--- src/hw/rtl/flba_pkg.sv ---
`timescale 1ns / 1ps
// ----------------------------------------------------------------------------
// flba_pkg
// shared constants and types for the free list block allocator
// ----------------------------------------------------------------------------
package flba_pkg;

    // pool geometry
    localparam int POOL_BLOCKS = 256;
    localparam int IDX_W       = $clog2(POOL_BLOCKS);
    localparam int LINK_W      = IDX_W + 1;

    // field widths
    localparam int COUNT_W = 9;
    localparam int CHUNK_W = 11;
    localparam int ADDR_W  = 18;
    localparam int CMD_W   = 2;
    localparam int BI_W    = 8;
    localparam int ACT_W   = (LINK_W > COUNT_W) ? LINK_W : COUNT_W;

    // stream widths
    localparam int S_TDATA_W = ((ADDR_W + 7) / 8) * 8;
    localparam int M_TDATA_W = ((BI_W + ADDR_W + 7) / 8) * 8;

    // configuration register indexes
    localparam int CFG_IDX_W = 1;
    localparam logic [CFG_IDX_W-1:0] REG_BLOCK_COUNT = 1'd0;
    localparam logic [CFG_IDX_W-1:0] REG_CHUNK_WORDS = 1'd1;

    // reset values of the registers
    localparam logic [COUNT_W-1:0] BLOCK_COUNT_RST = COUNT_W'(256);
    localparam logic [CHUNK_W-1:0] CHUNK_WORDS_RST = CHUNK_W'(32);

    typedef enum logic [CMD_W-1:0] {
        CMD_ALLOC = 2'd0,
        CMD_FREE  = 2'd1,
        CMD_INIT  = 2'd2
    } t_cmd;

    // divider handshake
    typedef struct packed {
        logic                start;
        logic [ADDR_W-1:0]   dividend;
        logic [CHUNK_W-1:0]  divisor;
    } t_div_req;

    typedef struct packed {
        logic                done;
        logic [ADDR_W-1:0]   quotient;
    } t_div_rsp;

endpackage

--- src/hw/rtl/flba_ram.sv ---
`timescale 1ns / 1ps
// ----------------------------------------------------------------------------
// flba_ram
// generic single write port ram with one registered read port
// ----------------------------------------------------------------------------
module flba_ram #(
    parameter int WIDTH = 8,
    parameter int DEPTH = 256
) (
    input  logic                     i_clk,
    input  logic                     i_we,
    input  logic [$clog2(DEPTH)-1:0] i_waddr,
    input  logic [WIDTH-1:0]         i_wdata,
    input  logic [$clog2(DEPTH)-1:0] i_raddr,
    output logic [WIDTH-1:0]         o_rdata
);

    logic [WIDTH-1:0] r_mem [DEPTH];
    logic [WIDTH-1:0] r_rdata;

    always_ff @(posedge i_clk) begin
        if (i_we) begin
            r_mem[i_waddr] <= i_wdata;
        end
        r_rdata <= r_mem[i_raddr];
    end

    assign o_rdata = r_rdata;

endmodule

--- src/hw/rtl/flba_div.sv ---
`timescale 1ns / 1ps
// ----------------------------------------------------------------------------
// flba_div
// restoring divider, one quotient bit per cycle
// ----------------------------------------------------------------------------
module flba_div (
    input  logic              i_clk,
    input  logic              i_rst_n,
    input  flba_pkg::t_div_req i_req,
    output flba_pkg::t_div_rsp o_rsp
);
    import flba_pkg::*;

    localparam int CNT_W = $clog2(ADDR_W);

    logic               r_busy;
    logic               r_done;
    logic [CNT_W-1:0]   r_cnt;
    logic [CHUNK_W-1:0] r_rem;
    logic [CHUNK_W-1:0] r_div;
    logic [ADDR_W-1:0]  r_quo;

    logic [CHUNK_W:0]   rem_sh;
    logic               ge;

    assign rem_sh = {r_rem, r_quo[ADDR_W-1]};
    assign ge     = rem_sh >= {1'b0, r_div};

    always_ff @(posedge i_clk) begin
        if (!i_rst_n) begin
            r_busy <= 1'b0;
            r_done <= 1'b0;
            r_cnt  <= '0;
        end else begin
            r_done <= 1'b0;
            if (i_req.start) begin
                r_busy <= 1'b1;
                r_cnt  <= '0;
            end else if (r_busy) begin
                r_cnt <= r_cnt + CNT_W'(1);
                if (r_cnt == CNT_W'(ADDR_W - 1)) begin
                    r_busy <= 1'b0;
                    r_done <= 1'b1;
                end
            end
        end
    end

    // datapath, no reset
    always_ff @(posedge i_clk) begin
        if (i_req.start) begin
            r_quo <= i_req.dividend;
            r_rem <= '0;
            r_div <= i_req.divisor;
        end else if (r_busy) begin
            r_quo <= {r_quo[ADDR_W-2:0], ge};
            r_rem <= ge ? CHUNK_W'(rem_sh - {1'b0, r_div}) : rem_sh[CHUNK_W-1:0];
        end
    end

    assign o_rsp.done     = r_done;
    assign o_rsp.quotient = r_quo;

endmodule

--- src/hw/rtl/free_list_block_allocator_core.sv ---
`timescale 1ns / 1ps
// ----------------------------------------------------------------------------
// free_list_block_allocator_core
// fixed-size block pool with a lifo free list kept in a link ram
// ----------------------------------------------------------------------------
// One request is handled at a time and gives exactly one response. Allocate
// pops the head block and returns its index and word address (index times
// chunk_words); the result passes from the registered read of the link ram
// in S_ALLOC_RD through S_RESULT into the output register. Free divides the
// word address by chunk_words in a bit-serial divider, one quotient bit per
// cycle over 18 divide steps, then pushes the block if it lies below the
// active count and answers through S_RESULT. An empty pool, a zero chunk
// size on free and an unknown command go straight to S_RESULT and answer
// not ok. Reinitialize rewrites the link ram one entry per cycle below the
// active count and then answers ok. After reset the same pass fills all 256
// link entries with index plus one; o_s_axis_tready stays low until it ends.
// A new request is taken as soon as the previous one has reached the output
// register, even while that response still waits for i_m_axis_tready.
// Configuration writes are taken at any time but belong in idle periods only.
// ----------------------------------------------------------------------------
module free_list_block_allocator_core (
    input  logic                              i_clk,
    input  logic                              i_rst_n,
    // configuration
    input  logic                              i_cfg_we,
    input  logic [flba_pkg::CFG_IDX_W-1:0]    i_cfg_index,
    input  logic [flba_pkg::CHUNK_W-1:0]      i_cfg_wdata,
    // request stream
    input  logic                              i_s_axis_tvalid,
    output logic                              o_s_axis_tready,
    input  logic [flba_pkg::S_TDATA_W-1:0]    i_s_axis_tdata,  // free_address, zero pad
    input  logic [flba_pkg::CMD_W-1:0]        i_s_axis_tuser,  // command
    // response stream
    output logic                              o_m_axis_tvalid,
    input  logic                              i_m_axis_tready,
    output logic [flba_pkg::M_TDATA_W-1:0]    o_m_axis_tdata,  // block_index, block_address, pad
    output logic                              o_m_axis_tuser   // ok
);
    import flba_pkg::*;

    typedef enum logic [2:0] {
        S_IDLE,
        S_ALLOC_RD,
        S_DIV,
        S_CLEAR,
        S_RESULT
    } t_state;

    t_state             r_state;

    // configuration registers
    logic [COUNT_W-1:0] r_block_count;
    logic [CHUNK_W-1:0] r_chunk_words;

    // free list state
    logic [LINK_W-1:0]  r_head;

    // chain rebuild pass
    logic [LINK_W-1:0]  r_clr_idx;
    logic [ACT_W-1:0]   r_clr_end;
    logic               r_clr_rsp;   // pass belongs to a reinitialize request

    // pending response
    logic               r_res_ok;
    logic [BI_W-1:0]    r_res_idx;
    logic [ADDR_W-1:0]  r_res_addr;
    logic [IDX_W-1:0]   r_idx;

    // output register
    logic               r_m_valid;
    logic               r_m_ok;
    logic [BI_W-1:0]    r_m_idx;
    logic [ADDR_W-1:0]  r_m_addr;

    // active count, block_count limited to the pool size
    logic [ACT_W-1:0]   act_count;
    logic               accept;
    logic               out_free;
    logic [ADDR_W-1:0]  req_addr;
    logic               head_ok;
    logic               quo_ok;
    logic               clr_done;
    logic [LINK_W-1:0]  ram_rdata;
    logic [ADDR_W-1:0]  prod;
    logic               push_we;
    logic               clr_we;
    logic               ram_we;
    logic [IDX_W-1:0]   ram_waddr;
    logic [LINK_W-1:0]  ram_wdata;
    t_div_req           div_req;
    t_div_rsp           div_rsp;

    assign act_count = (ACT_W'(r_block_count) > ACT_W'(POOL_BLOCKS))
                     ? ACT_W'(POOL_BLOCKS) : ACT_W'(r_block_count);

    assign o_s_axis_tready = (r_state == S_IDLE);
    assign accept          = i_s_axis_tvalid && o_s_axis_tready;
    assign out_free        = !r_m_valid || i_m_axis_tready;
    assign req_addr        = i_s_axis_tdata[ADDR_W-1:0];

    // empty test and range test against the active count
    assign head_ok = ADDR_W'(r_head) < ADDR_W'(act_count);
    assign quo_ok  = div_rsp.quotient < ADDR_W'(act_count);

    // word address of the popped block, truncated to the field width
    assign prod = ADDR_W'(r_idx) * ADDR_W'(r_chunk_words);

    // link ram writes: push on a successful free, or one entry of the rebuild pass
    assign clr_done  = (ACT_W'(r_clr_idx) == r_clr_end);
    assign push_we   = (r_state == S_DIV) && div_rsp.done && quo_ok;
    assign clr_we    = (r_state == S_CLEAR) && !clr_done;
    assign ram_we    = push_we || clr_we;
    assign ram_waddr = clr_we ? r_clr_idx[IDX_W-1:0] : div_rsp.quotient[IDX_W-1:0];
    assign ram_wdata = clr_we ? (r_clr_idx + LINK_W'(1)) : r_head;

    assign div_req.start    = accept && (t_cmd'(i_s_axis_tuser) == CMD_FREE)
                            && (r_chunk_words != '0);
    assign div_req.dividend = req_addr;
    assign div_req.divisor  = r_chunk_words;

    flba_ram #(
        .WIDTH (LINK_W),
        .DEPTH (POOL_BLOCKS)
    ) u_link_ram (
        .i_clk   (i_clk),
        .i_we    (ram_we),
        .i_waddr (ram_waddr),
        .i_wdata (ram_wdata),
        .i_raddr (r_head[IDX_W-1:0]),   // head read runs ahead for allocate
        .o_rdata (ram_rdata)
    );

    flba_div u_div (
        .i_clk   (i_clk),
        .i_rst_n (i_rst_n),
        .i_req   (div_req),
        .o_rsp   (div_rsp)
    );

    always_ff @(posedge i_clk) begin
        if (!i_rst_n) begin
            // fill every link entry with index plus one before taking requests
            r_state       <= S_CLEAR;
            r_block_count <= BLOCK_COUNT_RST;
            r_chunk_words <= CHUNK_WORDS_RST;
            r_head        <= '0;
            r_clr_idx     <= '0;
            r_clr_end     <= ACT_W'(POOL_BLOCKS);
            r_clr_rsp     <= 1'b0;
            r_m_valid     <= 1'b0;
        end else begin
            // configuration writes
            if (i_cfg_we) begin
                case (i_cfg_index)
                    REG_BLOCK_COUNT: r_block_count <= i_cfg_wdata[COUNT_W-1:0];
                    REG_CHUNK_WORDS: r_chunk_words <= i_cfg_wdata;
                    default: ;
                endcase
            end

            // handshake drains the output unless a new response loads it
            if (r_m_valid && i_m_axis_tready && (r_state != S_RESULT)) begin
                r_m_valid <= 1'b0;
            end

            case (r_state)
                S_IDLE: begin
                    if (accept) begin
                        r_res_ok   <= (t_cmd'(i_s_axis_tuser) == CMD_INIT);
                        r_res_idx  <= '0;
                        r_res_addr <= '0;
                        r_idx      <= r_head[IDX_W-1:0];
                        case (t_cmd'(i_s_axis_tuser))
                            CMD_ALLOC: begin
                                r_state <= head_ok ? S_ALLOC_RD : S_RESULT;
                            end
                            CMD_FREE: begin
                                r_state <= (r_chunk_words != '0) ? S_DIV : S_RESULT;
                            end
                            CMD_INIT: begin
                                // entries below the active count go back to index plus one
                                r_head    <= '0;
                                r_clr_idx <= '0;
                                r_clr_end <= act_count;
                                r_clr_rsp <= 1'b1;
                                r_state   <= S_CLEAR;
                            end
                            default: r_state <= S_RESULT;
                        endcase
                    end
                end
                S_ALLOC_RD: begin
                    // pop the head
                    r_head     <= ram_rdata;
                    r_res_ok   <= 1'b1;
                    r_res_idx  <= BI_W'(r_idx);
                    r_res_addr <= prod;
                    r_state    <= S_RESULT;
                end
                S_DIV: begin
                    if (div_rsp.done) begin
                        if (quo_ok) begin
                            // push the freed block, ram write happens alongside
                            r_head    <= LINK_W'(div_rsp.quotient);
                            r_res_ok  <= 1'b1;
                            r_res_idx <= BI_W'(div_rsp.quotient);
                        end
                        r_state <= S_RESULT;
                    end
                end
                S_CLEAR: begin
                    // one link entry per cycle, ram write happens alongside
                    if (clr_done) begin
                        r_state <= r_clr_rsp ? S_RESULT : S_IDLE;
                    end else begin
                        r_clr_idx <= r_clr_idx + LINK_W'(1);
                    end
                end
                S_RESULT: begin
                    if (out_free) begin
                        r_m_valid <= 1'b1;
                        r_m_ok    <= r_res_ok;
                        r_m_idx   <= r_res_idx;
                        r_m_addr  <= r_res_addr;
                        r_state   <= S_IDLE;
                    end
                end
                default: r_state <= S_IDLE;
            endcase
        end
    end

    assign o_m_axis_tvalid = r_m_valid;
    assign o_m_axis_tuser  = r_m_ok;
    assign o_m_axis_tdata  = M_TDATA_W'({r_m_addr, r_m_idx});

endmodule

--- config.mk ---
export PLATFORM = sky130hd
export DESIGN_NAME = free_list_block_allocator_core
export DESIGN_NICKNAME = d
export VERILOG_FILES = /design/src/hw/rtl/flba_pkg.sv /design/src/hw/rtl/flba_ram.sv /design/src/hw/rtl/flba_div.sv /design/src/hw/rtl/free_list_block_allocator_core.sv
export SDC_FILE = /design/constraint.sdc
export NUM_CORES = 2
export LEC_CHECK = 0
export BUFFER_PORTS_ARGS = -buffer_cell sky130_fd_sc_hd__buf_4
export CORE_UTILIZATION = 55
export CTS_CLUSTER_DIAMETER = 200
export CTS_CLUSTER_SIZE = 14
export DETAILED_ROUTE_END_ITERATION = 10
export PLACE_DENSITY_LB_ADDON = 0.08
export SLEW_MARGIN = 0
export SYNTH_ARGS = -nofsm -noshare
export SYNTH_HDL_FRONTEND = slang
export SYNTH_HIERARCHICAL = 1
export SYNTH_SLANG_ARGS = --single-unit
--- constraint.sdc ---
create_clock -name i_clk -period 16.4 [get_ports i_clk]
set_input_delay 1.64 -clock i_clk [delete_from_list [all_inputs] [get_ports i_clk]]
set_output_delay 1.64 -clock i_clk [all_outputs]
set_load 0.02 [all_outputs]
==> impl_results.md <==
- Total grt overflow: 0
- Cells resized by post-CTS repair: 0
- CP Class: register to register
- Clk_skew: 0.0332 ns
- Starting Density: 0.556
- Final WS setup: 11.07 ns
- Met3 usage: 0.0524
- Crit-path max cell delay: about 0.75 ns
- Worst r2r path cells: 9
- Worst-margin pin slew: 1.39 ns
- Hold Vio Cnt, Final: 0
- Final core utilization: 0.601
- TritonCTS buffer count: 194
- DR WL/cell: around 31 microns
- Most common cell after layout, fill and taps aside: edfxtp_1
- Setup violators final: 0
- VDD IR max: ~0.32 mV
- Port bufs: 65
- Clk_lat worst skew: 0.85 ns
- Slew headroom: 0.0653
- # Post-CTS Setup Buffers: 0
- CTS max path bufs: 3
- DRT iter0 DRCs: 6,734
- Htree depth: 4
- CTS tree: built
- Distinct cell type count after synthesis: 88
- Worst Path Max Fanout: 94
- Crit path max-delay family: buffers and inverters
- GRT Total Usage: 0.269
- Crit path cell chain: buf_4 > buf_12 > buf_4 > mux2i_1 > o221ai_2 > a21oi_1 > o32ai_1 > o22ai_1 > nor3_1
- Most frequent cells in the layout: edfxtp_1 (2,395), mux4_2 (467), nor2_1 (375)
- GP Congestion: 0.871
- Post-synthesis average cell area: 18.9 sq um
- Worst Hold Class: register to register
- Top FF cell, synth: edfxtp_1
- First-pass GRT wire length: 351 mm
- CP Depth: 9
- Number of flops mapped to enable cells by yosys: 2,395
- Area growth from synthesis to layout: 8.09%
- Max-cap violations: 0
- Die Y: 428 microns
- 1st-pass router iterations: 6
- Crit. Startpoint: r_head[0]
- Flops & latches, synth: 2,474
- Gate Count Post-Synth: 5,283
- CTS root buf: clkbuf_16
- M1 GR Usage: 0.390
- Sequential area share after synthesis: 0.737
- Global routing's busiest layer: met2
- Compound-gate portion of the synthesized area: 0.0469
- Max Freq: 0.187 GHz
- Worst R2R Start: r_head[0]
- Routing usage on met2: 0.417
- R2R Setup Slk: 11.07 ns
- Largest net degree at the start of global routing: 225
- Status: completed
- Full die area: 183,000 sq um
- Mux share of post-synthesis cell area: 0.132
- Clock transition at path regs: 0.07 ns
- Drt drc: 0
- Setup crit end: u_link_ram/o_rdata[7]
- Fill cells: 12,931
- WHS Path Cells: 0
- Final total power: 17.3 mW
- Leak: 33.1 nW
- Detailed Place HPWL: 149 mm
- Final min period: about 5.3 ns
- Via density: 6.52
- Post-Place Cells: 7,494
- Post-Synth Simple-Gate Area: 0.0396
- TritonCTS Sinks: 2,474
- Final std cells w/o fill: ~7,800
- Pre-CTS setup slack: roughly 11 ns
- CORE AREA: 179,000 sq um
- # rows: between 150 and 200
- Synth Area in XOR/XNOR: 0.00299
- Layout Nets: around 5,500
- Layout cell share with drive strength beyond 1: 0.174
- Vias in the first global route: 50,122
- Antenna Nets Post-Route: 0
- Synth Area in Adders: 0.0193
- Cts hold-fix bufs: 0
- Initial antenna violation count: 10
- Routed wire length: 244 mm
- Fin crit share: 0.325
- Critical Path End Type: register
- Post-DP Area: 102,000 sq um
- TNS Setup: 0 ns
- Vias after detailed routing: 50,673
- PwrDens: 161 nW/um^2
- Largest family of logic cells by synthesized area: multiplexers
- Yosys warnings: 6
- Die Width: approximately 430 microns
- Reg-to-reg endpoint: u_link_ram/o_rdata[7]
- Final instance area: 108,000 sq um
- Required time of the critical path: 17.08 ns
- Mapped Area: about 100,000 sq um
- Critical path launch point type: register
- Crit-path slowest cell: dfxtp_4
- Final slew viol count: 0
- IO Count: 78
- Crit path buffers/inverters: 3
- Most frequent CP cell: buf_4
- Min Hold Slack: 0.421 ns
- Unrepaired setup endpoints after global routing: false
- Post-synth ARST share: 0
- Worst path arrival time: 6.02 ns
==> power breakdown <==
part	internal, mW	switching, mW	leakage (nW)
registers	8.46	0.108	22.6
logic	1.15	3.32	7.97
clock network	2.21	2.08	2.60
==> Yosys cell counts (all sizes together) (11+ instances only) <==
| cell | count | share of area |
|---|---|---|
| edfxtp | 2395 | 0.72 |
| mux4 | 476 | 0.11 |
| nor2 | 378 | 0.014 |
| a22oi | 184 | 0.014 |
| mux2i | 182 | 0.018 |
| a21oi | 165 | 0.0083 |
| buf | 161 | 0.013 |
| clkbuf | 154 | 0.0058 |
| nand2 | 133 | 0.0050 |
| inv | 103 | 0.0039 |
| dfxtp | 79 | 0.016 |
| and2 | 76 | 0.0048 |
| o21ai | 75 | 0.0038 |
| ha | 67 | 0.0084 |
| o22ai | 67 | 0.0042 |
| nand3 | 56 | 0.0028 |
| fa | 54 | 0.011 |
| mux2 | 48 | 0.0054 |
| nor2b | 41 | 0.0026 |
| nor3 | 36 | 0.0019 |
| o221ai | 36 | 0.0032 |
| a211oi | 35 | 0.0027 |
| nor4 | 35 | 0.0023 |
| xor2 | 19 | 0.0017 |
| nand4 | 18 | 0.0011 |
| a22o | 17 | 0.0015 |
| a311oi | 16 | 0.0017 |
| a31oi | 16 | 0.0010 |
| nand2b | 16 | 0.0010 |
| xnor2 | 15 | 0.0013 |
| and3 | 14 | 0.00088 |
| a221oi | 11 | 0.00097 |
==> area by class of cell <==
cell class              count  area (sq um)  area share
multi-input cells        2394         24200       0.224
well taps                2355          2950      0.0273
repair buffers            166          1360      0.0126
clock inverters            11           161     0.00150
diodes                      2          5.00   0.0000465
clock buffers             260          5210      0.0483
inverters                 105           394     0.00366
flip-flops and latches   2474         73500       0.682
==> sequential cells by signal, indices dropped and copies added (netlist names), 11 cells and up <==
signal and cells:
u_link_ram/r_mem 2304, u_div/r_div 11, r_m_addr 18, u_div/r_rem 11, r_res_addr 18, r_chunk_words 11
u_div/r_quo 18
==> worst min path at each step <==
stage                       start  slack (ns)              to
finish              r_res_addr[8]        0.42     r_m_addr[8]
floorplan                r_res_ok        0.40  o_m_axis_tuser
global placement     r_res_idx[0]        0.40      r_m_idx[0]
CTS                 r_res_addr[8]        0.42     r_m_addr[8]
detailed placement  r_res_addr[8]        0.41     r_m_addr[8]
global route         r_res_idx[4]        0.42      r_m_idx[4]
==> cell families after synthesis <==
logic type	after synthesis
AOI/OAI and AO/OA	686
DFF	2474
and+or+nand+nor	841
other	1
muxes	706
buffers and inverters	420
xor gates and xnor gates	34
adders and majority gates	121
==> per-layer routing <==
layer  up-vias  share of wire
li1      21355              -
met1     26850           0.41
met2      2121           0.47
met3       347          0.083
met4         0          0.028
met5         -              0
(Power assumes the default switching activity.)
